### src/rtl/core/assert_macros.svh
// ----------------------------------------------------------------------------
// Assertion macros shared by the quadtree node select RTL
// ----------------------------------------------------------------------------
`ifndef ASSERT_MACROS_SVH
`define ASSERT_MACROS_SVH

// Same-cycle implication, checked out of reset
`define LQNS_ASSERT_NOW(label, clk, rst_n, ante, cons, msg) \
    label: assert property (@(posedge clk) disable iff (!rst_n) (ante) |-> (cons)) \
        else $error(msg);

// Next-cycle implication, checked out of reset
`define LQNS_ASSERT_NEXT(label, clk, rst_n, ante, cons, msg) \
    label: assert property (@(posedge clk) disable iff (!rst_n) (ante) |=> (cons)) \
        else $error(msg);

`endif

### src/rtl/core/lqns_pkg.sv
// ----------------------------------------------------------------------------
// lqns_pkg
// Types, constants and helpers for the loose quadtree node select core.
// ----------------------------------------------------------------------------
package lqns_pkg;

    localparam int FRAC_W   = 4;
    localparam int MIN_W    = 10;
    localparam int MAX_W    = 12;
    localparam int Y_W      = 16;
    localparam int CELL_W   = MIN_W - FRAC_W;
    localparam int CELLS    = 2 ** CELL_W;
    localparam int LEVEL_W  = 3;
    localparam int NODE_W   = 9;
    localparam int CFG_IDX_W = 2;

    localparam logic [CFG_IDX_W-1:0] CFG_Y_LIMIT_LOW  = 2'd0;
    localparam logic [CFG_IDX_W-1:0] CFG_Y_LIMIT_HIGH = 2'd1;

    localparam logic signed [Y_W-1:0] Y_LIMIT_LOW_RST  = 16'sd0;
    localparam logic signed [Y_W-1:0] Y_LIMIT_HIGH_RST = 16'sd256;

    typedef struct packed {
        logic [MIN_W-1:0]        box_min_x;
        logic [MIN_W-1:0]        box_min_z;
        logic [MAX_W-1:0]        box_max_x;
        logic [MAX_W-1:0]        box_max_z;
        logic signed [Y_W-1:0]   box_min_y;
        logic signed [Y_W-1:0]   box_max_y;
    } in_item_t;

    typedef struct packed {
        logic [LEVEL_W-1:0] level;
        logic [NODE_W-1:0]  node_number;
    } out_item_t;

    // first stage: whole-cell corner and clamped y extent
    typedef struct packed {
        logic [MIN_W-1:0]        min_x;
        logic [MIN_W-1:0]        min_z;
        logic [MAX_W-1:0]        max_x;
        logic [MAX_W-1:0]        max_z;
        logic [CELL_W-1:0]       cell_x;
        logic [CELL_W-1:0]       cell_z;
        logic signed [Y_W-1:0]   min_y;
        logic signed [Y_W-1:0]   max_y;
    } front_t;

    // box extent handed to every level unit
    typedef struct packed {
        logic [MIN_W-1:0] min_x;
        logic [MIN_W-1:0] min_z;
        logic [MAX_W-1:0] max_x;
        logic [MAX_W-1:0] max_z;
        logic             y_ok;
    } geo_t;

    // index of the first node of a level: 1 + 4 + 16 + ...
    function automatic int level_base(input int lvl);
        int b;
        int p;
        b = 0;
        p = 1;
        for (int i = 0; i < 8; i++) begin
            if (i < lvl) begin
                b = b + p;
                p = p * 4;
            end
        end
        return b;
    endfunction

endpackage

### src/rtl/core/loose_quadtree_node_select_core.sv
// ----------------------------------------------------------------------------
// loose_quadtree_node_select_core
// Pipeline: front, node lookup, loose-bound test and deepest-level select,
// one register stage each, from input accept to result valid. Throughput:
// one item per cycle while not stalled; every level is tested side by side.
// Reset: synchronous active low; clears the valid chain and sets the y limits
// to 0 and 256. A stall on the result side holds every stage.
// ----------------------------------------------------------------------------
`include "assert_macros.svh"

module loose_quadtree_node_select_core import lqns_pkg::*; #(
    parameter int MAP_EXTENT = 64,
    parameter int LEVELS     = 5
) (
    input  logic                 aclk,
    input  logic                 aresetn,

    input  logic                 s_valid,
    output logic                 s_ready,
    input  in_item_t             s_item,

    output logic                 m_valid,
    input  logic                 m_ready,
    output out_item_t            m_item,

    input  logic                 cfg_valid,
    output logic                 cfg_ready,
    input  logic [CFG_IDX_W-1:0] cfg_index,
    input  logic [Y_W-1:0]       cfg_data
);

    logic                  en;
    logic signed [Y_W-1:0] y_low_reg;
    logic signed [Y_W-1:0] y_high_reg;
    logic                  v1_reg;
    logic                  v2_reg;
    logic                  v3_reg;
    logic                  m_valid_reg;
    front_t                front_reg;
    geo_t                  geo_reg;
    geo_t                  geo_next;
    logic [LEVELS-1:1]     fits_vec;
    logic [NODE_W-1:0]     node_lvl [1:LEVELS-1];
    out_item_t             out_reg;
    out_item_t             out_next;

    // whole pipe advances unless a finished item waits
    assign en        = !m_valid_reg || m_ready;
    assign s_ready   = en;
    assign m_valid   = m_valid_reg;
    assign m_item    = out_reg;
    assign cfg_ready = 1'b1;

    always_ff @(posedge aclk) begin
        if (!aresetn) begin
            y_low_reg  <= Y_LIMIT_LOW_RST;
            y_high_reg <= Y_LIMIT_HIGH_RST;
        end else if (cfg_valid) begin
            unique case (cfg_index)
                CFG_Y_LIMIT_LOW:  y_low_reg  <= $signed(cfg_data);
                CFG_Y_LIMIT_HIGH: y_high_reg <= $signed(cfg_data);
                default: ;
            endcase
        end
    end

    always_ff @(posedge aclk) begin
        if (!aresetn) begin
            v1_reg      <= 1'b0;
            v2_reg      <= 1'b0;
            v3_reg      <= 1'b0;
            m_valid_reg <= 1'b0;
        end else if (en) begin
            v1_reg      <= s_valid;
            v2_reg      <= v1_reg;
            v3_reg      <= v2_reg;
            m_valid_reg <= v3_reg;
        end
    end

    lqns_front #(
        .MAP_EXTENT (MAP_EXTENT)
    ) u_front (
        .aclk      (aclk),
        .en        (en),
        .item      (s_item),
        .y_low     (y_low_reg),
        .y_high    (y_high_reg),
        .front_reg (front_reg)
    );

    always_comb begin
        geo_next.min_x = front_reg.min_x;
        geo_next.min_z = front_reg.min_z;
        geo_next.max_x = front_reg.max_x;
        geo_next.max_z = front_reg.max_z;
        geo_next.y_ok  = (front_reg.min_y >= y_low_reg) && (front_reg.max_y <= y_high_reg);
    end

    always_ff @(posedge aclk) begin
        if (en) begin
            geo_reg <= geo_next;
        end
    end

    for (genvar d = 1; d < LEVELS; d++) begin : g_level
        lqns_level #(
            .DEPTH      (d),
            .MAP_EXTENT (MAP_EXTENT)
        ) u_level (
            .aclk     (aclk),
            .en       (en),
            .cell_x   (front_reg.cell_x),
            .cell_z   (front_reg.cell_z),
            .geo      (geo_reg),
            .fits_reg (fits_vec[d]),
            .node_reg (node_lvl[d])
        );
    end

    // deepest fitting level wins, root otherwise
    always_comb begin
        out_next.level       = '0;
        out_next.node_number = '0;
        for (int d = 1; d < LEVELS; d++) begin
            if (fits_vec[d]) begin
                out_next.level       = LEVEL_W'(d);
                out_next.node_number = node_lvl[d];
            end
        end
    end

    always_ff @(posedge aclk) begin
        if (en) begin
            out_reg <= out_next;
        end
    end

    `LQNS_ASSERT_NEXT(a_accept_enters, aclk, aresetn, s_valid && s_ready, v1_reg,
        "accepted item did not enter the first stage")
    `LQNS_ASSERT_NOW(a_level_range, aclk, aresetn, m_valid, int'(m_item.level) < LEVELS,
        "result level beyond tree depth")
    `LQNS_ASSERT_NOW(a_root_node, aclk, aresetn, m_valid && (m_item.level == '0),
        m_item.node_number == '0, "root result with non-zero node")
    `LQNS_ASSERT_NOW(a_node_in_level, aclk, aresetn, m_valid,
        (int'(m_item.node_number) >= level_base(int'(m_item.level)))
        && (int'(m_item.node_number) < level_base(int'(m_item.level) + 1)),
        "node index outside its level")

endmodule

### src/rtl/core/lqns_front.sv
// ----------------------------------------------------------------------------
// lqns_front
// Input stage: truncates the min corner to whole cells and clamps the y range.
// ----------------------------------------------------------------------------
module lqns_front import lqns_pkg::*; #(
    parameter int MAP_EXTENT = 64
) (
    input  logic                  aclk,
    input  logic                  en,
    input  in_item_t              item,
    input  logic signed [Y_W-1:0] y_low,
    input  logic signed [Y_W-1:0] y_high,
    output front_t                front_reg
);

    logic [CELL_W-1:0] cell_x;
    logic [CELL_W-1:0] cell_z;
    front_t            front_next;

    always_comb begin
        cell_x = item.box_min_x[MIN_W-1:FRAC_W];
        cell_z = item.box_min_z[MIN_W-1:FRAC_W];
        // saturate a corner beyond the map to its last cell
        if (32'(cell_x) >= MAP_EXTENT) begin
            cell_x = CELL_W'(MAP_EXTENT - 1);
        end
        if (32'(cell_z) >= MAP_EXTENT) begin
            cell_z = CELL_W'(MAP_EXTENT - 1);
        end

        front_next.min_x  = item.box_min_x;
        front_next.min_z  = item.box_min_z;
        front_next.max_x  = item.box_max_x;
        front_next.max_z  = item.box_max_z;
        front_next.cell_x = cell_x;
        front_next.cell_z = cell_z;
        front_next.min_y  = (item.box_min_y < y_low)  ? y_low  : item.box_min_y;
        front_next.max_y  = (item.box_max_y > y_high) ? y_high : item.box_max_y;
    end

    always_ff @(posedge aclk) begin
        if (en) begin
            front_reg <= front_next;
        end
    end

endmodule

### src/rtl/core/lqns_level.sv
// ----------------------------------------------------------------------------
// lqns_level
// One tree depth: finds the node under the corner cell, tests the box against
// its loose bounds and forms the flat node index. Two register stages.
// ----------------------------------------------------------------------------
module lqns_level import lqns_pkg::*; #(
    parameter int DEPTH      = 1,
    parameter int MAP_EXTENT = 64
) (
    input  logic              aclk,
    input  logic              en,
    input  logic [CELL_W-1:0] cell_x,
    input  logic [CELL_W-1:0] cell_z,
    input  geo_t              geo,
    output logic              fits_reg,
    output logic [NODE_W-1:0] node_reg
);

    localparam int SIZE    = MAP_EXTENT >> DEPTH;
    localparam int BORDER  = SIZE / 4;
    localparam int LIM     = (1 << DEPTH) - 1;
    localparam int BOUND_W = $clog2((MAP_EXTENT + MAP_EXTENT / 4 + 1) * 16) + 1;
    localparam int BW      = (BOUND_W > MAX_W + 1) ? BOUND_W : MAX_W + 1;
    localparam int BASE    = level_base(DEPTH);

    // node coordinate for every cell, saturated to the last node
    function automatic logic [CELLS*DEPTH-1:0] build_coord();
        logic [CELLS*DEPTH-1:0] t;
        int n;
        t = '0;
        for (int c = 0; c < CELLS; c++) begin
            n = 0;
            for (int k = 1; k <= LIM; k++) begin
                if (c >= k * SIZE) begin
                    n = k;
                end
            end
            t[c*DEPTH +: DEPTH] = DEPTH'(n);
        end
        return t;
    endfunction

    localparam logic [CELLS*DEPTH-1:0] COORD = build_coord();

    logic [DEPTH-1:0]     nx_reg;
    logic [DEPTH-1:0]     nz_reg;
    logic [BW-1:0]        org_x;
    logic [BW-1:0]        org_z;
    logic signed [BW-1:0] lo_x;
    logic signed [BW-1:0] hi_x;
    logic signed [BW-1:0] lo_z;
    logic signed [BW-1:0] hi_z;
    logic                 fits_next;
    logic [NODE_W-1:0]    node_next;

    always_ff @(posedge aclk) begin
        if (en) begin
            nx_reg <= COORD[cell_x*DEPTH +: DEPTH];
            nz_reg <= COORD[cell_z*DEPTH +: DEPTH];
        end
    end

    always_comb begin
        org_x = BW'(nx_reg) * BW'(SIZE * 16);
        org_z = BW'(nz_reg) * BW'(SIZE * 16);
        lo_x  = $signed(org_x) - $signed(BW'(BORDER * 16));
        hi_x  = $signed(org_x) + $signed(BW'((SIZE + BORDER) * 16));
        lo_z  = $signed(org_z) - $signed(BW'(BORDER * 16));
        hi_z  = $signed(org_z) + $signed(BW'((SIZE + BORDER) * 16));

        fits_next = ($signed(BW'(geo.min_x)) >= lo_x) && ($signed(BW'(geo.max_x)) <= hi_x)
                 && ($signed(BW'(geo.min_z)) >= lo_z) && ($signed(BW'(geo.max_z)) <= hi_z)
                 && geo.y_ok;
        node_next = NODE_W'(BASE) + NODE_W'({nz_reg, nx_reg});
    end

    always_ff @(posedge aclk) begin
        if (en) begin
            fits_reg <= fits_next;
            node_reg <= node_next;
        end
    end

endmodule

### config.mk
export PLATFORM = sky130hd
export DESIGN_NAME = loose_quadtree_node_select_core
export DESIGN_NICKNAME = d
export VERILOG_FILES = /design/src/rtl/core/lqns_pkg.sv /design/src/rtl/core/loose_quadtree_node_select_core.sv /design/src/rtl/core/lqns_front.sv /design/src/rtl/core/lqns_level.sv
export VERILOG_INCLUDE_DIRS = /design/src /design/src/rtl/core
export SDC_FILE = /design/constraint.sdc
export NUM_CORES = 1
export LEC_CHECK = 0
export BUFFER_PORTS_ARGS = -buffer_cell sky130_fd_sc_hd__buf_2
export CORE_MARGIN = 2
export CORE_UTILIZATION = 45
export CTS_BUF_LIST = sky130_fd_sc_hd__clkbuf_16
export CTS_CLUSTER_DIAMETER = 100
export DETAILED_ROUTE_END_ITERATION = 6
export GPL_TIMING_DRIVEN = 0
export PLACE_DENSITY_LB_ADDON = 0.08
export SETUP_SLACK_MARGIN = 0.05
export SLEW_MARGIN = 20
export SYNTH_ARGS = -nofsm -noshare
export SYNTH_HDL_FRONTEND = slang
export SYNTH_SLANG_ARGS = --single-unit
### constraint.sdc
create_clock -name aclk -period 6.2 [get_ports aclk]
set_input_delay 0.31 -clock aclk [delete_from_list [all_inputs] [get_ports aclk]]
set_output_delay 0.31 -clock aclk [all_outputs]
set_load 0.02 [all_outputs]
### Word-level counts from Yosys, hierarchy flattened

Index checks and enable logic that the tools add are counted.

| word-level totals | value |
|---|---|
| bits of input ports | 99 |
| latch bits | 0 |
| output and inout bits | 15 |
| memory bits (writable) | 0 |
| ROM bits | 0 |
| memories | 0 |
| bits in registers | 241 |

| operators by class | value |
|---|---|
| add/sub/neg operators | 20 |
| divide/modulo/power cells | 0 |
| reduce and logical (&&, ||, !) cells | 22 |
| eq/ne operators | 1 |
| multipliers | 2 |
| mux-type cells | 6 |
| bitwise gates (word level) | 0 |
| order comparisons | 20 |
| shift operators | 8 |

Operators by type and width:

| kind | number |
|---|---|
| 256-bit by 9-bit indexed part select with 4-bit output, first input constant | 2 |
| 192-bit by 9-bit indexed part select with 3-bit output, first input constant | 2 |
| 128-bit by 8-bit indexed part select with 2-bit output, first input constant | 2 |
| 64-bit by 7-bit indexed part select with 1-bit output, first input constant | 2 |
| 11-bit by 13-bit >= comparator with 1-bit output | 8 |
| 13-bit <= comparator | 8 |
| 16-bit 2-to-1 mux | 2 |
| 12-bit 2-to-1 mux | 2 |
| 10-bit by 10-bit adder with 11-bit output, second input constant | 2 |
| 10-bit by 7-bit adder with 11-bit output, second input constant | 2 |
| 10-bit by 8-bit adder with 11-bit output, second input constant | 2 |
| 10-bit by 9-bit adder with 11-bit output, second input constant | 2 |
| 10-bit by 5-bit subtractor with 11-bit output, second input constant | 2 |
| 10-bit by 6-bit subtractor with 11-bit output, second input constant | 2 |
| 10-bit by 7-bit subtractor with 11-bit output, second input constant | 2 |
| 10-bit by 8-bit subtractor with 11-bit output, second input constant | 2 |
| 1-bit logical AND | 17 |
| 16-bit >= comparator | 1 |
| 16-bit > comparator | 1 |
| 16-bit <= comparator | 1 |
| 16-bit < comparator | 1 |
| 6-bit by 2-bit multiplier with 8-bit output, second input constant | 2 |
| 10-bit 2-to-1 mux | 1 |
| 7-bit by 8-bit adder with 9-bit output, first input constant | 1 |
| 9 further kinds | 10 |

### Longest topological paths before layout

Gate-level depths: netlist of run 1.

| logic depth | value |
|---|---|
| word-level depth | 6 |
| depth in mapped cells | 11 |
| depth with buffers taken out | 10 |

### Modules after synthesis

A second synthesis of run 1 with hierarchy kept.

| unflattened totals | value |
|---|---|
| cells, all modules | 982 |
| area, all modules | 11832.6 µm² |

By module, submodules not included:

| module | cells each | seq. area each (µm²) | instances | area an instance (µm²) |
|---|---|---|---|---|
| loose_quadtree_node_select_core | 385 | 2432.3 | 1 | 4185.3 |
| lqns_front | 276 | 2282.2 | 1 | 3966.3 |
| lqns_level (g_level[4].u_level) | 112 | 540.5 | 1 | 1335.0 |
| lqns_level (g_level[3].u_level) | 88 | 420.4 | 1 | 1023.5 |
| lqns_level (g_level[2].u_level) | 67 | 300.3 | 1 | 758.2 |
| lqns_level (g_level[1].u_level) | 54 | 180.2 | 1 | 564.3 |

### Least setup slack after synthesis of run 1

OpenSTA, ideal clock, no wires.

| path | value |
|---|---|
| path type | flip-flop to flip-flop |
| start | register m_valid_reg (netlist: m_valid) |
| end | register m_valid_reg (netlist: m_valid) |
| setup time | 0.347 ns |
| setup slack | 0.955 ns |
| cell stages (with the launch flop) | 4 |
| data arrival time | 4.898 ns |
| cell sequence | dfxtp_1 nand2b_1 clkbuf_1 a21boi_0 |

| between the ends | value |
|---|---|
| longest elaborated chain between the ends | 2 |

Ends and longest elaborated chain:

| item | line | source |
|---|---|---|
| start, declared | loose_quadtree_node_select_core.sv:38 | `logic m_valid_reg;` |
| start signal, assigned | loose_quadtree_node_select_core.sv:77 | `m_valid_reg <= v3_reg;` |
| 1-bit logical NOT | loose_quadtree_node_select_core.sv:48 | `assign en = !m_valid_reg \|\| m_ready;` |
| 1-bit logical OR | loose_quadtree_node_select_core.sv:48 |  |
| via s_ready | loose_quadtree_node_select_core.sv:19 | `output logic s_ready,` |

The timed path passes the listed nets, and every way through them passes these cells.
A chain may end at the register's enable or synchronous reset.

### Worst setup path in the final report of run 1

| path | value |
|---|---|
| start | register geo_reg[33] (netlist bit) |
| end | register g_level[4].u_level.fits_reg, data pin |

| between the ends | value |
|---|---|
| longest elaborated chain between the ends | 4 |

Ends and longest elaborated chain:

| item | line | source |
|---|---|---|
| start, declared | loose_quadtree_node_select_core.sv:40 | `geo_t geo_reg;` |
| start signal, assigned | loose_quadtree_node_select_core.sv:102 | `geo_reg <= geo_next;` |
| 11-bit by 13-bit >= comparator with 1-bit output | lqns_level.sv:72 | `&& ($signed(BW'(geo.min_z)) >= lo_z) && ($signed(BW'(geo.max_z)) <= hi_z)` |
| 1-bit logical AND (2 in series) | lqns_level.sv:72 |  |
| 1-bit logical AND | lqns_level.sv:73 | `&& geo.y_ok;` |
| via g_level[4].u_level.fits_next | lqns_level.sv:53 | `logic fits_next;` |
| end signal, assigned | lqns_level.sv:79 | `fits_reg <= fits_next;` |
| end, declared | lqns_level.sv:15 | `output logic fits_reg,` |

The timed path passes the listed nets, and every way through them passes these cells.

==> results of run 1 <==
## synth_stat cells (all sizes together) (2+ instances only)
master / n / share of area [%]
o21ai: 35 / 1.9
a221oi: 3 / 0.29
ha: 119 / 16
inv: 56 / 2.3
edfxtp: 137 / 45
a21oi: 44 / 2.4
a21boi: 34 / 2.8
o21a: 10 / 0.81
o32ai: 2 / 0.19
nor2: 25 / 1.0
dfxtp: 36 / 7.8
a22oi: 6 / 0.49
a2111oi: 4 / 0.45
a41oi: 3 / 0.49
clkbuf: 16 / 0.65
buf: 4 / 0.54
xnor2: 18 / 1.7
nand2b: 5 / 0.34
nand2: 100 / 4.1
nor2b: 10 / 0.68
nor3: 6 / 0.38
mux2: 32 / 4.7
a21o: 8 / 0.65
nor4: 5 / 0.34
o211ai: 3 / 0.24
nand3: 10 / 0.54
and2: 2 / 0.14
xor2: 4 / 0.38
mux2i: 5 / 0.54
nand4: 13 / 0.88
nand3b: 2 / 0.16
or3b: 2 / 0.19
## worst min-delay path by stage
stage,slack (ns),endpoint,startpoint
global route,0.04,u_front.front_reg[60]$_DFFE_PP_,s_item[48]
global placement,0.40,geo_reg[18]$_DFFE_PP_,u_front.front_reg[61]$_DFFE_PP_
finish,0.06,u_front.front_reg[53]$_DFFE_PP_,s_item[41]
CTS,0.04,u_front.front_reg[53]$_DFFE_PP_,s_item[41]
detailed placement,0.40,geo_reg[23]$_DFFE_PP_,u_front.front_reg[66]$_DFFE_PP_
floorplan,0.40,geo_reg[10]$_DFFE_PP_,u_front.front_reg[53]$_DFFE_PP_
## area by class of cell
type                            instances  area, sq um
Fill cell                            1786         9519
Sequential cell                       173         4835
Multi-Input combinational cell        523         4061
Timing Repair Buffer                  102        555.5
Clock buffer                           18        450.4
Tap cell                              270        337.8
Inverter                               56        210.2
Buffer                                 20        113.9
Clock inverter                         14        76.32
Antenna cell                            4        10.01
## power by group through the flow
| stage | clock network [W] | logic [W] | registers [W] |
|---|---|---|---|
| after floorplan | 0 | 0.000269 | 0.00141 |
| after global placement | 0 | 0.000377 | 0.00142 |
| after detailed placement | 0 | 0.000391 | 0.00142 |
| after CTS | 0.000998 | 0.000394 | 0.00139 |
| after global routing | 0.00105 | 0.000442 | 0.00140 |
| final | 0.000973 | 0.000391 | 0.00139 |
## stage by stage
step | std cells | TNS [ns] | total power [W] | cell area [sq um] | utilization (%)
global placement | 1142 | -27.50 | 0.001795 | 10050 | 49.85
floorplan | 772 | 0 | 0.001676 | 9216 | -
CTS | 1176 | 0 | 0.002785 | 10640 | 52.75
finish | 1180 | 0 | 0.002756 | 10650 | 52.80
detailed placement | 1144 | 0 | 0.001808 | 10110 | 50.14
global route | 1177 | 0 | 0.002896 | 10640 | 52.77
## placed cells by master (no fill, tap or decap), types with 4 or more instances in the layout
| cell | synthesis | routed |
|---|---|---|
| a22oi_1 | 6 | 6 |
| nor4_1 | 5 | 5 |
| diode_2 | 0 | 4 |
| buf_2 | 0 | 100 |
| clkbuf_16 | 0 | 18 |
| nor3_1 | 5 | 5 |
| xor2_1 | 4 | 4 |
| inv_1 | 56 | 59 |
| mux2_2 | 12 | 12 |
| mux2_4 | 20 | 20 |
| nand2b_1 | 5 | 5 |
| nand4_1 | 13 | 13 |
| ha_1 | 119 | 119 |
| a21oi_1 | 44 | 44 |
| nor2_1 | 25 | 25 |
| o21a_1 | 10 | 10 |
| clkbuf_1 | 16 | 15 |
| nand3_1 | 10 | 10 |
| o21ai_0 | 33 | 33 |
| edfxtp_1 | 137 | 137 |
| a21boi_0 | 34 | 34 |
| mux2i_1 | 5 | 5 |
| a21o_1 | 8 | 8 |
| xnor2_1 | 18 | 18 |
| nand2_1 | 100 | 100 |
| dfxtp_1 | 36 | 36 |
| nor2b_1 | 10 | 10 |
## layer usage
metal / vias to the layer above / track usage, %
li1: 3065 / -
met5: - / 0
met4: 2 / 6.731
met2: 112 / 32.71
met1: 2944 / 21.05
met3: 34 / 4.503
## critical path: stages, from the launching register on
cell and delay (ns):
edfxtp_1 0.44, clkbuf_1 0.33, inv_1 0.26, ha_1 0.29
a21boi_0 0.14, ha_1 0.31, xnor2_1 0.16, a221oi_1 0.09
or4b_2 0.64, nor3_1 0.29
## cells by family (layout without fill, tap and decap cells)
logic type               after synthesis  count (layout)  synth area share (%)
other                                  1               5               0.04069
AO/OA/AOI/OAI                        156             156                 11.04
AND/OR/NAND/NOR                      188             188                 9.476
buffers and inverters                 76             210                 3.475
flip-flops                           173             173                 52.46
multiplexers                          37              37                 5.267
adder cells (fa/ha/maj)              119             119                 16.16
XOR/XNOR                              22              22                 2.091
==> impl_metrics.ini, run 1 <==
[yosys]
syn_inst = 772
synth_cell_types = 53
syn_area_sq_um = 9216
synth_ff_type = edfxtp_1
synthesis.nets = 990
yosysWarnings = 0
ys_ff_latch = 173
yosysSeqAreaShare_pct = 52.46
syn_area_per_cell_sq_um = 11.94
synthArstFlopShare_pct = 0
synth_edf_count = 137

[worst_hold_path]
hold_path_depth = 1
hp-class = input pin to flop

[floorplanning]
die_w_microns = 147.1
start_util_pct = 45.69
fp.dieH_microns = 147.1
fp-row-count = 52
dieArea_sq_um = 21640
core_area_sq_um = 20170
ioPinCount = 114

[setup_path]
r2r_start = geo_reg[33]$_DFFE_PP_
worst-path-max-fanout = 8
cp.arrival_ns = 3.37
crit_start = geo_reg[33]$_DFFE_PP_
crit_type = flop to flop
crit_required_ns = 6.43
reg2reg_setup_slack_ns = 3.06
worstSetupStartpointType = flop
ff2ff_path_depth = 9
cp-end-kind = flop
reg2reg_to = g_level[4].u_level.fits_reg$_DFFE_PP_
crit_path_end = g_level[4].u_level.fits_reg$_DFFE_PP_

[placement]
globalplace.congestion = 0.8612
io_buffers = 100
post-dp-hpwl_mm = 14.75
pre_cts_ws_ns = 3.057

[drt]
highest_layer = met5
wl_mm = 19.20
firstDrtPassIters = 5
post_drt_via_cell_ratio = 5.218
drt-met1-wl_mm = 8.188
post-route-drc-count = 0
routedWlPerCell_microns = 16.27
drtIter0Drc = 361
routed-wl-met3_microns = 720
vias = 6157
drtAntennaViolNets = 0
wl_met2_mm = 9.842

[sta]
clock.fmax_mhz = 318.8
clock_skew_ns = 0.01113
rsz0062_at_grt = false
maxSlewViolCount = 0
fin_crit_sh_pct = 50.60
hold_viol_final = 0
timing.final.crit_period_ns = 3.137
setup_violations = 0
slew_headroom_pct = 53.54
whs_ns = 0.05657
setup_ws_ns = 3.063
worst_pin_slew_ns = 0.6954

[power]
p_sw_share_pct = 25.24
p_leak_nw = 4.440
powerDensity_nw_per_um2 = 258.8
p_int_w = 0.002060
power_frac_comb_pct = 14.2
peakVddDrop_uv = 196.3
clkPwrFrac_pct = 35.3
pwr-share-seq_pct = 50.5
p_sw_w = 0.0006957

[cells_and_area]
largest_register_ffs = 64
drive_gt1_share_pct = 19.32
areaGrowthSynthToFinish_pct = 15.56
final_nets = 1111

[grt]
grt_pass1_vias = 6382
track_usage_pct = 18.22
grt_pass1_wl_mm = 31.09
grt_max_degree = 57
grt-ovfl-total = 0
grt_antenna_before_repair = 4

[clocking]
cts.sinks = 173
cts.clk_slew.worst_paths_ns = 0.06
clockRootBuffer = clkbuf_16
clk_latency_ns = 0.43
cts_hold_buffers = 0
cts_setup_buffers = 0
htreeDepth = 4
cts_tree = yes
post_cts_resized = 0
cts_buffers = 17
max-clock-path-buffers = 2

[job]
maxCapViolCount = 0

[status]
status = completed
(Power assumes the default switching activity.)
==> run 2, diff against run 1 <==
==> constraint.sdc (replaced) <==
create_clock -name aclk -period 2.8 [get_ports aclk]
set_input_delay 0.14 -clock aclk [delete_from_list [all_inputs] [get_ports aclk]]
set_output_delay 0.14 -clock aclk [all_outputs]
set_load 0.02 [all_outputs]
==> run 2 against run 1 <==
Effect of this change: fmax increased by 19%; hold slack worse by 0.022 ns; routed wire length rose by 5.3%; core utilization grew 3.4 points; clock skew decreased by 0.0028 ns; sequential cell count is the same; register-to-register slack worse by 2.9 ns; sequential share of layout area is 2.7 points lower; total power increased by 130%; final cell count grew 5.4%; first-iteration DRC count is 13% lower; via count grew 3.4%; largest power group unchanged.
==> impl_metrics.ini, run 2 (same netlist as run 1, synthesis figures left out) <==
[drt]
post_drt_via_cell_ratio = 5.118
routedWlPerCell_microns = 16.25
post-route-drc-count = 0
vias = 6367
drtAntennaViolNets = 0
firstDrtPassIters = 4
drtIter0Drc = 313
wl_mm = 20.22

[placement]
place_inst = 1143
placed_area_sq_um = 10090
io_buffers = 100
globalplace.congestion = 0.8494
post-dp-hpwl_mm = 14.84
pre_cts_ws_ns = -0.1725

[sta]
slew_headroom_pct = 47.45
worst_pin_slew_ns = 0.7866
fin_crit_sh_pct = 93.94
rsz0062_at_grt = true
maxSlewViolCount = 0
setup_ws_ns = 0.1698
hold_viol_final = 0
setup_violations = 0
timing.final.crit_period_ns = 2.630
clock.fmax_mhz = 380.2
clock_skew_ns = 0.008352

[cells_and_area]
diodes = 0
final_nets = 1179
layout_common_cells = 137 x edfxtp_1, 119 x ha_1, 100 x nand2_1, 100 x buf_2, 51 x inv_1
final_core_util_pct = 56.22
largest_register_ffs = 64
final_common_cell = edfxtp_1
drive_gt1_share_pct = 21.36
final_area_sq_um = 11340
n_fill_cell = 1759
areaGrowthSynthToFinish_pct = 23.04
finalNonFillerCells = 1244

[grt]
track_usage_pct = 19.27
grt-ovfl-total = 0
grt_max_degree = 78
grt_pass1_vias = 6697
grt_pass1_wl_mm = 32.82
grt_antenna_before_repair = 0

[setup_path]
worstSetupStartpointType = flop
worst_path_max_delay_cell = or4b_2
worst-path-max-fanout = 7
crit_chain = inv_2 -> ha_1 -> a21boi_0 -> ha_1 -> xnor2_1 -> a221oi_1 -> or4b_2 -> nor3_1
cp_num_buf_inv = 1
critical-path-max-stage-delay_ns = 0.69
crit_family = simple AND/OR/NAND/NOR gates
crit_type = flop to flop
crit_top_cell = ha_1
cp.arrival_ns = 2.90
crit_required_ns = 3.07
reg2reg_to = g_level[4].u_level.fits_reg$_DFFE_PP_
r2r_start = geo_reg[43]$_DFFE_PP_
ff2ff_path_depth = 8
reg2reg_setup_slack_ns = 0.17
cp-end-kind = flop

[clocking]
clockRootBuffer = clkbuf_16
cts_tree = yes
cts_buffers = 17
htreeDepth = 4
max-clock-path-buffers = 2
cts.clk_slew.worst_paths_ns = 0.07
clk_latency_ns = 0.43
cts.sinks = 173

[worst_hold_path]
hold-path-endpoint = y_low_reg[12]$_SDFFE_PN0P_
hold_path_depth = 2
hold_path.startpoint = aresetn
hp-class = input pin to flop

[floorplanning]
dieArea_sq_um = 21640
fp.dieH_microns = 147.1
core_area_sq_um = 20170
ioPinCount = 114
die_w_microns = 147.1
fp-row-count = 52
start_util_pct = 45.69

[power]
powerDensity_nw_per_um2 = 561.1
peakVddDrop_uv = 415.9
p_leak_nw = 4.741

[job]
maxCapViolCount = 0

[status]
status = completed
==> run 2: cell types whose count changed in the layout (fill, tap and decap cells not counted), sizes merged <==
cell and change:
diode -4, dlygate4sd3 +49, inv -4, clkinv +2, clkinvlp +1, buf +20
==> run 2: worst max-delay path by stage <==
stage / start / endpoint / slack, ns / depth (start not counted)
after CTS: geo_reg[32]$_DFFE_PP_ / g_level[4].u_level.fits_reg$_DFFE_PP_ / 0.007 / 8
final: geo_reg[43]$_DFFE_PP_ / g_level[4].u_level.fits_reg$_DFFE_PP_ / 0.17 / 8
after global placement: geo_reg[33]$_DFFE_PP_ / g_level[4].u_level.fits_reg$_DFFE_PP_ / -0.18 / 9
after detailed placement: geo_reg[33]$_DFFE_PP_ / g_level[4].u_level.fits_reg$_DFFE_PP_ / -0.17 / 9
after floorplan: geo_reg[33]$_DFFE_PP_ / g_level[4].u_level.fits_reg$_DFFE_PP_ / 0.22 / 9
after global routing: geo_reg[44]$_DFFE_PP_ / g_level[2].u_level.fits_reg$_DFFE_PP_ / 0.005 / 11
==> run 2: what timing repair did <==
item | CTS | global route
gates resized for setup | 4 | 13
endpoints found under the setup margin | 2 | 28
endpoints found under the hold margin | 65 | 0
setup buffers | 2 | 18
hold buffers | 49 | 0
==> run 2: layout make-up <==
cell class	instances	area [sq um]	area share, %
flip-flops and latches	173	4836	42.65
multi-input cells	523	4074	35.93
repair buffers	170	1169	10.31
clock buffers	19	475.5	4.193
well taps	270	337.8	2.979
inverters	56	217.7	1.920
plain buffers	20	130.1	1.148
clock inverters	13	100.1	0.8827
==> run 2: routing by layer <==
metal | track usage, % | vias to the layer above | wire length, microns
met4 | 5.433 | 0 | 337
li1 | - | 3192 | -
met5 | 0 | - | 0
met3 | 4.161 | 24 | 708
met1 | 22.82 | 3040 | 8561
met2 | 35.23 | 111 | 10610
==> run 2: stage by stage <==
stage	hold slack, ns	total power [W]	TNS (ns)
finish	0.03421	0.006362	0
global route	0.02032	0.006656	0
CTS	0.002973	0.006404	0
detailed placement	0.3181	0.004009	-0.1725
global placement	0.3163	0.003974	-0.1803
floorplan	0.2389	0.003708	0
==> run 2: power breakdown <==
part	internal, W	leakage, nW	switching, W
sequential	0.00298	1.79	0.0000956
clock	0.00126	0.293	0.00106
combinational	0.000482	2.65	0.000486
